### config.mk
export PLATFORM = sky130hd
export DESIGN_NAME = ahds_envelope_level_unit
export DESIGN_NICKNAME = d
export VERILOG_FILES = /design/src/hw/rtl/ael_pkg.sv /design/src/hw/rtl/ael_classify.sv /design/src/hw/rtl/ael_mul.sv /design/src/hw/rtl/ael_div_step.sv /design/src/hw/rtl/ahds_envelope_level_unit.sv
export SDC_FILE = /design/constraint.sdc
export NUM_CORES = 2
export LEC_CHECK = 0
export ABC_AREA = 1
export BUFFER_PORTS_ARGS = -buffer_cell sky130_fd_sc_hd__clkbuf_2
export CAP_MARGIN = 15
export CELL_PAD_IN_SITES_DETAIL_PLACEMENT = 0
export CELL_PAD_IN_SITES_GLOBAL_PLACEMENT = 1
export CORE_MARGIN = 5
export CORE_UTILIZATION = 50
export CTS_BUF_LIST = sky130_fd_sc_hd__clkbuf_8 sky130_fd_sc_hd__clkbuf_16
export CTS_CLUSTER_DIAMETER = 120
export DETAILED_ROUTE_END_ITERATION = 6
export HOLD_SLACK_MARGIN = 0.12
export PLACE_DENSITY_LB_ADDON = 0.1
export SKIP_CTS_REPAIR_TIMING = 1
export SKIP_LAST_GASP = 1
export SYNTH_ARGS = -nofsm -noshare
export SYNTH_HDL_FRONTEND = slang
export SYNTH_HIERARCHICAL = 1
export SYNTH_SLANG_ARGS = --single-unit
export TNS_END_PERCENT = 1
### constraint.sdc
create_clock -name aclk -period 10 [get_ports aclk]
set_clock_uncertainty 0.05 [all_clocks]
set_input_delay 1.5 -clock aclk [delete_from_list [all_inputs] [get_ports aclk]]
set_output_delay 1.5 -clock aclk [all_outputs]
set_load 0.005 [all_outputs]
### src/hw/rtl/ael_pkg.sv
// Shared constants and types for the AHDS envelope level unit.
// No dependencies.
package ael_pkg;

    localparam int TIME_BITS_DEF       = 24;
    localparam int LEVEL_FRAC_BITS_DEF = 15;
    localparam int CFG_INDEX_BITS      = 2;

    localparam logic [CFG_INDEX_BITS-1:0] REG_ATTACK_LEN    = 2'd0;
    localparam logic [CFG_INDEX_BITS-1:0] REG_HOLD_LEN      = 2'd1;
    localparam logic [CFG_INDEX_BITS-1:0] REG_DECAY_LEN     = 2'd2;
    localparam logic [CFG_INDEX_BITS-1:0] REG_SUSTAIN_LEVEL = 2'd3;

    typedef enum logic [1:0] {
        PH_ATTACK  = 2'd0,
        PH_HOLD    = 2'd1,
        PH_DECAY   = 2'd2,
        PH_SUSTAIN = 2'd3
    } phase_t;

endpackage

### src/hw/rtl/ael_classify.sv
// First pipeline stage: phase decision and divider operand selection.
// Depends on ael_pkg.
module ael_classify #(
    parameter int TIME_BITS       = ael_pkg::TIME_BITS_DEF,
    parameter int LEVEL_FRAC_BITS = ael_pkg::LEVEL_FRAC_BITS_DEF
) (
    input  logic                       aclk,
    input  logic                       aresetn,
    input  logic                       in_valid,
    output logic                       in_ready,
    input  logic [TIME_BITS-1:0]       elapsed_ticks,
    input  logic [TIME_BITS-1:0]       attack_len,
    input  logic [TIME_BITS-1:0]       hold_len,
    input  logic [TIME_BITS-1:0]       decay_len,
    input  logic [LEVEL_FRAC_BITS:0]   sustain,
    output logic                       out_valid,
    input  logic                       out_ready,
    output ael_pkg::phase_t            phase,
    output logic [TIME_BITS-1:0]       operand,
    output logic [LEVEL_FRAC_BITS:0]   scale,
    output logic [TIME_BITS-1:0]       divisor,
    output logic [LEVEL_FRAC_BITS:0]   fixed_level
);

    localparam logic [LEVEL_FRAC_BITS:0] FULL = {1'b1, {LEVEL_FRAC_BITS{1'b0}}};

    logic                       valid_reg;
    ael_pkg::phase_t            phase_reg, phase_next;
    logic [TIME_BITS-1:0]       operand_reg, operand_next;
    logic [LEVEL_FRAC_BITS:0]   scale_reg, scale_next;
    logic [TIME_BITS-1:0]       divisor_reg, divisor_next;
    logic [LEVEL_FRAC_BITS:0]   fixed_reg, fixed_next;
    logic [TIME_BITS:0]         end_hold;
    logic [TIME_BITS+1:0]       end_decay;
    logic [TIME_BITS:0]         t_ext;
    logic [TIME_BITS:0]         u_full;

    always_comb begin
        end_hold     = {1'b0, attack_len} + {1'b0, hold_len};
        end_decay    = {1'b0, end_hold} + {2'b00, decay_len};
        t_ext        = {1'b0, elapsed_ticks};
        u_full       = t_ext - end_hold;
        phase_next   = ael_pkg::PH_SUSTAIN;
        operand_next = '0;
        scale_next   = '0;
        divisor_next = attack_len;
        fixed_next   = sustain;
        if (elapsed_ticks < attack_len) begin
            phase_next   = ael_pkg::PH_ATTACK;
            operand_next = elapsed_ticks;
            scale_next   = FULL;
        end else if (t_ext < end_hold) begin
            phase_next   = ael_pkg::PH_HOLD;
            fixed_next   = FULL;
        end else if ({1'b0, t_ext} < end_decay) begin
            phase_next   = ael_pkg::PH_DECAY;
            operand_next = u_full[TIME_BITS-1:0];
            scale_next   = FULL - sustain;
            divisor_next = decay_len;
        end
    end

    assign in_ready = !valid_reg || out_ready;

    always_ff @(posedge aclk) begin
        if (!aresetn) begin
            valid_reg <= 1'b0;
        end else if (in_ready) begin
            valid_reg <= in_valid;
        end
    end

    always_ff @(posedge aclk) begin
        if (in_ready && in_valid) begin
            phase_reg   <= phase_next;
            operand_reg <= operand_next;
            scale_reg   <= scale_next;
            divisor_reg <= divisor_next;
            fixed_reg   <= fixed_next;
        end
    end

    assign out_valid   = valid_reg;
    assign phase       = phase_reg;
    assign operand     = operand_reg;
    assign scale       = scale_reg;
    assign divisor     = divisor_reg;
    assign fixed_level = fixed_reg;

endmodule

### src/hw/rtl/ael_mul.sv
// Second pipeline stage: operand times scale, split into the divider's
// starting remainder and the low numerator bits. Depends on ael_pkg.
module ael_mul #(
    parameter int TIME_BITS       = ael_pkg::TIME_BITS_DEF,
    parameter int LEVEL_FRAC_BITS = ael_pkg::LEVEL_FRAC_BITS_DEF
) (
    input  logic                       aclk,
    input  logic                       aresetn,
    input  logic                       in_valid,
    output logic                       in_ready,
    input  ael_pkg::phase_t            in_phase,
    input  logic [TIME_BITS-1:0]       operand,
    input  logic [LEVEL_FRAC_BITS:0]   scale,
    input  logic [TIME_BITS-1:0]       in_divisor,
    input  logic [LEVEL_FRAC_BITS:0]   in_fixed,
    output logic                       out_valid,
    input  logic                       out_ready,
    output ael_pkg::phase_t            out_phase,
    output logic [TIME_BITS-1:0]       out_rem,
    output logic [LEVEL_FRAC_BITS-1:0] out_low,
    output logic [TIME_BITS-1:0]       out_divisor,
    output logic [LEVEL_FRAC_BITS:0]   out_fixed
);

    localparam int PROD_W = TIME_BITS + LEVEL_FRAC_BITS + 1;

    logic                       valid_reg;
    logic [PROD_W-1:0]          product_next;
    ael_pkg::phase_t            phase_reg;
    logic [TIME_BITS-1:0]       rem_reg;
    logic [LEVEL_FRAC_BITS-1:0] low_reg;
    logic [TIME_BITS-1:0]       divisor_reg;
    logic [LEVEL_FRAC_BITS:0]   fixed_reg;

    assign product_next = {{(LEVEL_FRAC_BITS+1){1'b0}}, operand}
                        * {{TIME_BITS{1'b0}}, scale};
    assign in_ready = !valid_reg || out_ready;

    always_ff @(posedge aclk) begin
        if (!aresetn) begin
            valid_reg <= 1'b0;
        end else if (in_ready) begin
            valid_reg <= in_valid;
        end
    end

    // quotient is below full scale, so the high part is already below the divisor
    always_ff @(posedge aclk) begin
        if (in_ready && in_valid) begin
            phase_reg   <= in_phase;
            rem_reg     <= product_next[TIME_BITS+LEVEL_FRAC_BITS-1:LEVEL_FRAC_BITS];
            low_reg     <= product_next[LEVEL_FRAC_BITS-1:0];
            divisor_reg <= in_divisor;
            fixed_reg   <= in_fixed;
        end
    end

    assign out_valid   = valid_reg;
    assign out_phase   = phase_reg;
    assign out_rem     = rem_reg;
    assign out_low     = low_reg;
    assign out_divisor = divisor_reg;
    assign out_fixed   = fixed_reg;

endmodule

### src/hw/rtl/ael_div_step.sv
// One restoring division stage: yields one quotient bit per register stage.
// Depends on ael_pkg.
module ael_div_step #(
    parameter int TIME_BITS       = ael_pkg::TIME_BITS_DEF,
    parameter int LEVEL_FRAC_BITS = ael_pkg::LEVEL_FRAC_BITS_DEF
) (
    input  logic                       aclk,
    input  logic                       aresetn,
    input  logic                       in_valid,
    output logic                       in_ready,
    input  ael_pkg::phase_t            in_phase,
    input  logic [TIME_BITS-1:0]       in_rem,
    input  logic [LEVEL_FRAC_BITS-1:0] in_low,
    input  logic [LEVEL_FRAC_BITS-1:0] in_quo,
    input  logic [TIME_BITS-1:0]       in_divisor,
    input  logic [LEVEL_FRAC_BITS:0]   in_fixed,
    output logic                       out_valid,
    input  logic                       out_ready,
    output ael_pkg::phase_t            out_phase,
    output logic [TIME_BITS-1:0]       out_rem,
    output logic [LEVEL_FRAC_BITS-1:0] out_low,
    output logic [LEVEL_FRAC_BITS-1:0] out_quo,
    output logic [TIME_BITS-1:0]       out_divisor,
    output logic [LEVEL_FRAC_BITS:0]   out_fixed
);

    logic                       valid_reg;
    logic [TIME_BITS:0]         trial;
    logic [TIME_BITS:0]         diff;
    logic                       fits;
    logic [TIME_BITS-1:0]       rem_next;
    ael_pkg::phase_t            phase_reg;
    logic [TIME_BITS-1:0]       rem_reg;
    logic [LEVEL_FRAC_BITS-1:0] low_reg;
    logic [LEVEL_FRAC_BITS-1:0] quo_reg;
    logic [TIME_BITS-1:0]       divisor_reg;
    logic [LEVEL_FRAC_BITS:0]   fixed_reg;

    always_comb begin
        trial    = {in_rem, in_low[LEVEL_FRAC_BITS-1]};
        diff     = trial - {1'b0, in_divisor};
        fits     = trial >= {1'b0, in_divisor};
        rem_next = fits ? diff[TIME_BITS-1:0] : trial[TIME_BITS-1:0];
    end

    assign in_ready = !valid_reg || out_ready;

    always_ff @(posedge aclk) begin
        if (!aresetn) begin
            valid_reg <= 1'b0;
        end else if (in_ready) begin
            valid_reg <= in_valid;
        end
    end

    always_ff @(posedge aclk) begin
        if (in_ready && in_valid) begin
            phase_reg   <= in_phase;
            rem_reg     <= rem_next;
            low_reg     <= {in_low[LEVEL_FRAC_BITS-2:0], 1'b0};
            quo_reg     <= {in_quo[LEVEL_FRAC_BITS-2:0], fits};
            divisor_reg <= in_divisor;
            fixed_reg   <= in_fixed;
        end
    end

    assign out_valid   = valid_reg;
    assign out_phase   = phase_reg;
    assign out_rem     = rem_reg;
    assign out_low     = low_reg;
    assign out_quo     = quo_reg;
    assign out_divisor = divisor_reg;
    assign out_fixed   = fixed_reg;

endmodule

### src/hw/rtl/ahds_envelope_level_unit.sv
// AHDS envelope level unit: top level with configuration registers,
// classify, multiply and divider pipeline. Depends on ael_pkg, ael_classify,
// ael_mul and ael_div_step.
//
// Takes one elapsed time per clock while s_ready is high and returns the
// envelope level and phase in order, one result per transfer. The stages are
// one for the phase decision, one for the multiplier, one per quotient bit of
// the restoring divider, and the output register. Every stage is decoupled by
// its own valid bit, so throughput is one item per cycle while the output is
// taken, and bubbles are squeezed out under back-pressure. Configuration
// writes take effect the next cycle and must only be issued with the pipeline
// empty.
module ahds_envelope_level_unit #(
    parameter int TIME_BITS       = ael_pkg::TIME_BITS_DEF,
    parameter int LEVEL_FRAC_BITS = ael_pkg::LEVEL_FRAC_BITS_DEF,
    localparam int CFG_W = (TIME_BITS > LEVEL_FRAC_BITS + 1) ? TIME_BITS
                                                              : LEVEL_FRAC_BITS + 1
) (
    input  logic                              aclk,
    input  logic                              aresetn,
    input  logic                              cfg_we,
    input  logic [ael_pkg::CFG_INDEX_BITS-1:0] cfg_index,
    input  logic [CFG_W-1:0]                  cfg_wdata,
    input  logic                              s_valid,
    output logic                              s_ready,
    input  logic [TIME_BITS-1:0]              s_elapsed_ticks,
    output logic                              m_valid,
    input  logic                              m_ready,
    output logic [LEVEL_FRAC_BITS:0]          m_level,
    output logic [1:0]                        m_phase
);

    localparam int NSTEP = LEVEL_FRAC_BITS;
    localparam logic [LEVEL_FRAC_BITS:0] FULL = {1'b1, {LEVEL_FRAC_BITS{1'b0}}};

    logic [TIME_BITS-1:0]       attack_len_reg;
    logic [TIME_BITS-1:0]       hold_len_reg;
    logic [TIME_BITS-1:0]       decay_len_reg;
    logic [LEVEL_FRAC_BITS:0]   sustain_level_reg;
    logic [LEVEL_FRAC_BITS:0]   sustain_sat;

    logic                       cls_valid, cls_ready;
    ael_pkg::phase_t            cls_phase;
    logic [TIME_BITS-1:0]       cls_operand;
    logic [LEVEL_FRAC_BITS:0]   cls_scale;
    logic [TIME_BITS-1:0]       cls_divisor;
    logic [LEVEL_FRAC_BITS:0]   cls_fixed;

    logic                       st_valid   [0:NSTEP];
    logic                       st_ready   [0:NSTEP];
    ael_pkg::phase_t            st_phase   [0:NSTEP];
    logic [TIME_BITS-1:0]       st_rem     [0:NSTEP];
    logic [LEVEL_FRAC_BITS-1:0] st_low     [0:NSTEP];
    logic [LEVEL_FRAC_BITS-1:0] st_quo     [0:NSTEP];
    logic [TIME_BITS-1:0]       st_divisor [0:NSTEP];
    logic [LEVEL_FRAC_BITS:0]   st_fixed   [0:NSTEP];

    logic                       m_valid_reg;
    logic [LEVEL_FRAC_BITS:0]   level_reg, level_next;
    ael_pkg::phase_t            phase_reg;

    // configuration registers
    always_ff @(posedge aclk) begin
        if (!aresetn) begin
            attack_len_reg    <= '0;
            hold_len_reg      <= '0;
            decay_len_reg     <= '0;
            sustain_level_reg <= FULL;
        end else if (cfg_we) begin
            unique case (cfg_index)
                ael_pkg::REG_ATTACK_LEN:    attack_len_reg    <= cfg_wdata[TIME_BITS-1:0];
                ael_pkg::REG_HOLD_LEN:      hold_len_reg      <= cfg_wdata[TIME_BITS-1:0];
                ael_pkg::REG_DECAY_LEN:     decay_len_reg     <= cfg_wdata[TIME_BITS-1:0];
                ael_pkg::REG_SUSTAIN_LEVEL: sustain_level_reg <= cfg_wdata[LEVEL_FRAC_BITS:0];
                default: ;
            endcase
        end
    end

    assign sustain_sat = (sustain_level_reg > FULL) ? FULL : sustain_level_reg;

    ael_classify #(
        .TIME_BITS       (TIME_BITS),
        .LEVEL_FRAC_BITS (LEVEL_FRAC_BITS)
    ) u_classify (
        .aclk          (aclk),
        .aresetn       (aresetn),
        .in_valid      (s_valid),
        .in_ready      (s_ready),
        .elapsed_ticks (s_elapsed_ticks),
        .attack_len    (attack_len_reg),
        .hold_len      (hold_len_reg),
        .decay_len     (decay_len_reg),
        .sustain       (sustain_sat),
        .out_valid     (cls_valid),
        .out_ready     (cls_ready),
        .phase         (cls_phase),
        .operand       (cls_operand),
        .scale         (cls_scale),
        .divisor       (cls_divisor),
        .fixed_level   (cls_fixed)
    );

    ael_mul #(
        .TIME_BITS       (TIME_BITS),
        .LEVEL_FRAC_BITS (LEVEL_FRAC_BITS)
    ) u_mul (
        .aclk        (aclk),
        .aresetn     (aresetn),
        .in_valid    (cls_valid),
        .in_ready    (cls_ready),
        .in_phase    (cls_phase),
        .operand     (cls_operand),
        .scale       (cls_scale),
        .in_divisor  (cls_divisor),
        .in_fixed    (cls_fixed),
        .out_valid   (st_valid[0]),
        .out_ready   (st_ready[0]),
        .out_phase   (st_phase[0]),
        .out_rem     (st_rem[0]),
        .out_low     (st_low[0]),
        .out_divisor (st_divisor[0]),
        .out_fixed   (st_fixed[0])
    );

    assign st_quo[0] = '0;

    for (genvar i = 0; i < NSTEP; i++) begin : g_div
        ael_div_step #(
            .TIME_BITS       (TIME_BITS),
            .LEVEL_FRAC_BITS (LEVEL_FRAC_BITS)
        ) u_step (
            .aclk        (aclk),
            .aresetn     (aresetn),
            .in_valid    (st_valid[i]),
            .in_ready    (st_ready[i]),
            .in_phase    (st_phase[i]),
            .in_rem      (st_rem[i]),
            .in_low      (st_low[i]),
            .in_quo      (st_quo[i]),
            .in_divisor  (st_divisor[i]),
            .in_fixed    (st_fixed[i]),
            .out_valid   (st_valid[i+1]),
            .out_ready   (st_ready[i+1]),
            .out_phase   (st_phase[i+1]),
            .out_rem     (st_rem[i+1]),
            .out_low     (st_low[i+1]),
            .out_quo     (st_quo[i+1]),
            .out_divisor (st_divisor[i+1]),
            .out_fixed   (st_fixed[i+1])
        );
    end

    // output register
    always_comb begin
        case (st_phase[NSTEP])
            ael_pkg::PH_ATTACK: level_next = {1'b0, st_quo[NSTEP]};
            ael_pkg::PH_DECAY:  level_next = FULL - {1'b0, st_quo[NSTEP]};
            default:            level_next = st_fixed[NSTEP];
        endcase
    end

    assign st_ready[NSTEP] = !m_valid_reg || m_ready;

    always_ff @(posedge aclk) begin
        if (!aresetn) begin
            m_valid_reg <= 1'b0;
        end else if (st_ready[NSTEP]) begin
            m_valid_reg <= st_valid[NSTEP];
        end
    end

    always_ff @(posedge aclk) begin
        if (st_ready[NSTEP] && st_valid[NSTEP]) begin
            level_reg <= level_next;
            phase_reg <= st_phase[NSTEP];
        end
    end

    assign m_valid = m_valid_reg;
    assign m_level = level_reg;
    assign m_phase = phase_reg;

endmodule

==> impl_metrics.yaml <==
run_status:
  status: "finished, violations left"
  violations: "DRC"
timing:
  worst_slew_pin_slew_ns: 1.208
  drv_slew: 0
  setup_slack_ns: 3.142
  hold_viol: 0
  fin_setup_tns_ns: 0
  final.min_clock_period_ns: 6.858
  grt_setup_unrepaired: "no"
  relSlewSlack: 0.1945
  max_freq_mhz: 145.8
  final.period_utilization: 0.6858
  finalSetupViolCount: 0
floorplan:
  die-area_um2: 205300
  coreArea_um2: 195200
  ioPinCount: 75
  die_w_um: 453.1
  start_util: 0.5029
  row_count: 162
  die_y_um: 453.1
clock_network:
  clk_latency_ns: 0.81
  cts_tree: "done"
  clockBufferDepth: 3
  cts.clk_slew.worst_paths_ns: 0.06
  htree_levels: 4
  numCtsBuffers: 159
  cts-root-buf: "clkbuf_16"
  clkSinkCount: 1454
power_and_ir_drop:
  pwr-share-seq: 0.326
  leakage_nw: 52.73
  power.share.switching: 0.3917
  p_total_mw: 22.55
  powerDensity_nw_per_um2: 211.4
  combPwrFrac: 0.397
  peakVddDrop_v: 0.0003030
  p_int_mw: 13.72
  net-switching-power_mw: 8.834
  power_frac_clock: 0.278
yosys:
  ys_warn_count: 6
  synth_nets: 12889
  synth.avg_cell_area_um2: 8.235
  syn_inst: 11920
  synth_area_um2: 98160
global_routing:
  grt_pass1_wl_mm: 445.2
  grt_use_total: 0.2830
  antenna_found_initial: 5
  grt_max_degree: 106
  grt_overflow: 0
  grt_pass1_vias: 75083
setup_path:
  critPathArrivalTime_ns: 5.31
  crit_type: "primary input to primary output"
  critPathTopFamily: "buffers and inverters"
  slowest_delay_ns: 0.13
  slowest_stage: "inv_1"
  critPathRequiredTime_ns: 8.45
  crit_path_start_kind: "primary input"
  worstPathMaxFanout: 2
  path_buf_inv: 20
  end_kind: "primary output"
drt:
  drt_first_iter_violations: 5338
  ant_nets: 0
  first_pass_iters: 7
  vias: 76148
  routed_wl_mm: 292.3
  drc: 1
  via_per_inst: 5.173
  wl_per_cell_um: 19.86
place:
  io_buffers: 74
  gp_congestion: 0.9435
  hpwl_mm: 229.6
  dp_cells: 14420
  dp_slack_ns: 3.246
job:
  maxCapViolCount: 0
cells_and_area:
  nets: 12926
  syn_to_final_growth_pct: 8.702
  drive_gt1_frac: 0.05368
  final_cells: 14719
  post-route-util: 0.5467
worst_hold_path:
  min_path_type: "register to register"
area by class of cell:
class | instances | area (µm²)
Clock buffer | 160 | 4004
Tap cell | 2624 | 3283
Clock inverter | 135 | 1689
Sequential cell | 1454 | 42600
Multi-Input combinational cell | 7701 | 44930
Inverter | 2526 | 9484
Antenna cell | 4 | 10.01
Timing Repair Buffer | 115 | 698.2
Fill cell | 18287 | 88490
cells in the final DEF (no fill, tap or decap), drive strengths merged:
cell         n
nand4      447
fa         322
xor2       212
ha         592
or2          4
diode        4
edfxtp    1348
bufinv      26
clkbuf     233
a21o        11
a221oi       2
and2        16
nand3      545
a31o         1
a211oi       2
a31oi        5
a21boi      21
a21oi      320
clkinv      63
xnor2       43
nor3        86
dfxtp      106
o21a        18
nand3b      19
o21ai      156
o31ai        1
buf         42
inv       2556
nand2     4095
o21bai      10
nor2       762
o211ai       6
clkinvlp    16
nor4         5
routing by layer:
metal	global-route usage	vias to the layer above	part of all wire	routed length, µm
li1	-	37576	-	-
met2	0.5039	1947	0.50	146300
met4	0.1024	0	0.040	11750
met3	0.02919	454	0.042	12270
met1	0.3575	36171	0.42	121900
met5	0	-	0	0
power by group through the flow:
stage	Combinational, mW	Sequential [mW]	Clock [mW]
finish	8.95	7.34	6.26
global route	10.1	7.35	6.68
CTS	9.07	7.35	6.42
detailed placement	9.00	7.47	0
global placement	8.92	7.47	0
floorplan	6.56	7.26	0
worst reg2reg max path: stages, from the launching register on:
cell      delay (ns)
edfxtp_1        1.15
nand2_1         0.23
fa_1            0.56
fa_1            0.46
fa_1            0.53
inv_1           0.06
fa_1            0.47
fa_1            0.55
inv_1           0.06
fa_1            0.53
inv_1           0.04
ha_1            0.43
nand2_1         0.13
inv_2           0.08
nand2_1         0.12
nor2_1          0.17
nand4_1         0.17
nand3_2         0.15
nand2_1         0.10
nand3_1         0.08
nand2_1         0.05
through the flow:
stage | instance area (µm²) | hold slack, ns
2_1_floorplan | 98160 | 0.3503
3_3_place_gp | 101000 | 0.3504
3_5_place_dp | 101000 | 0.3545
4_1_cts | 106700 | 0.3502
5_1_grt | 106700 | 0.3560
6_report | 106700 | 0.3532
worst paths after layout:
check	from	endpoint	slack, ns	cells after the start
setup / recovery	m_ready	s_ready	3.14	38
hold / removal	g_div[12].u_step/out_quo[2]	g_div[13].u_step/out_quo[3]	0.35	0
setup reg to reg	u_classify/scale[1]	u_mul/out_rem[22]	3.60	20
hold reg to reg	g_div[12].u_step/out_quo[2]	g_div[13].u_step/out_quo[3]	0.35	0
Note: power is estimated with default switching activity, not from simulation.
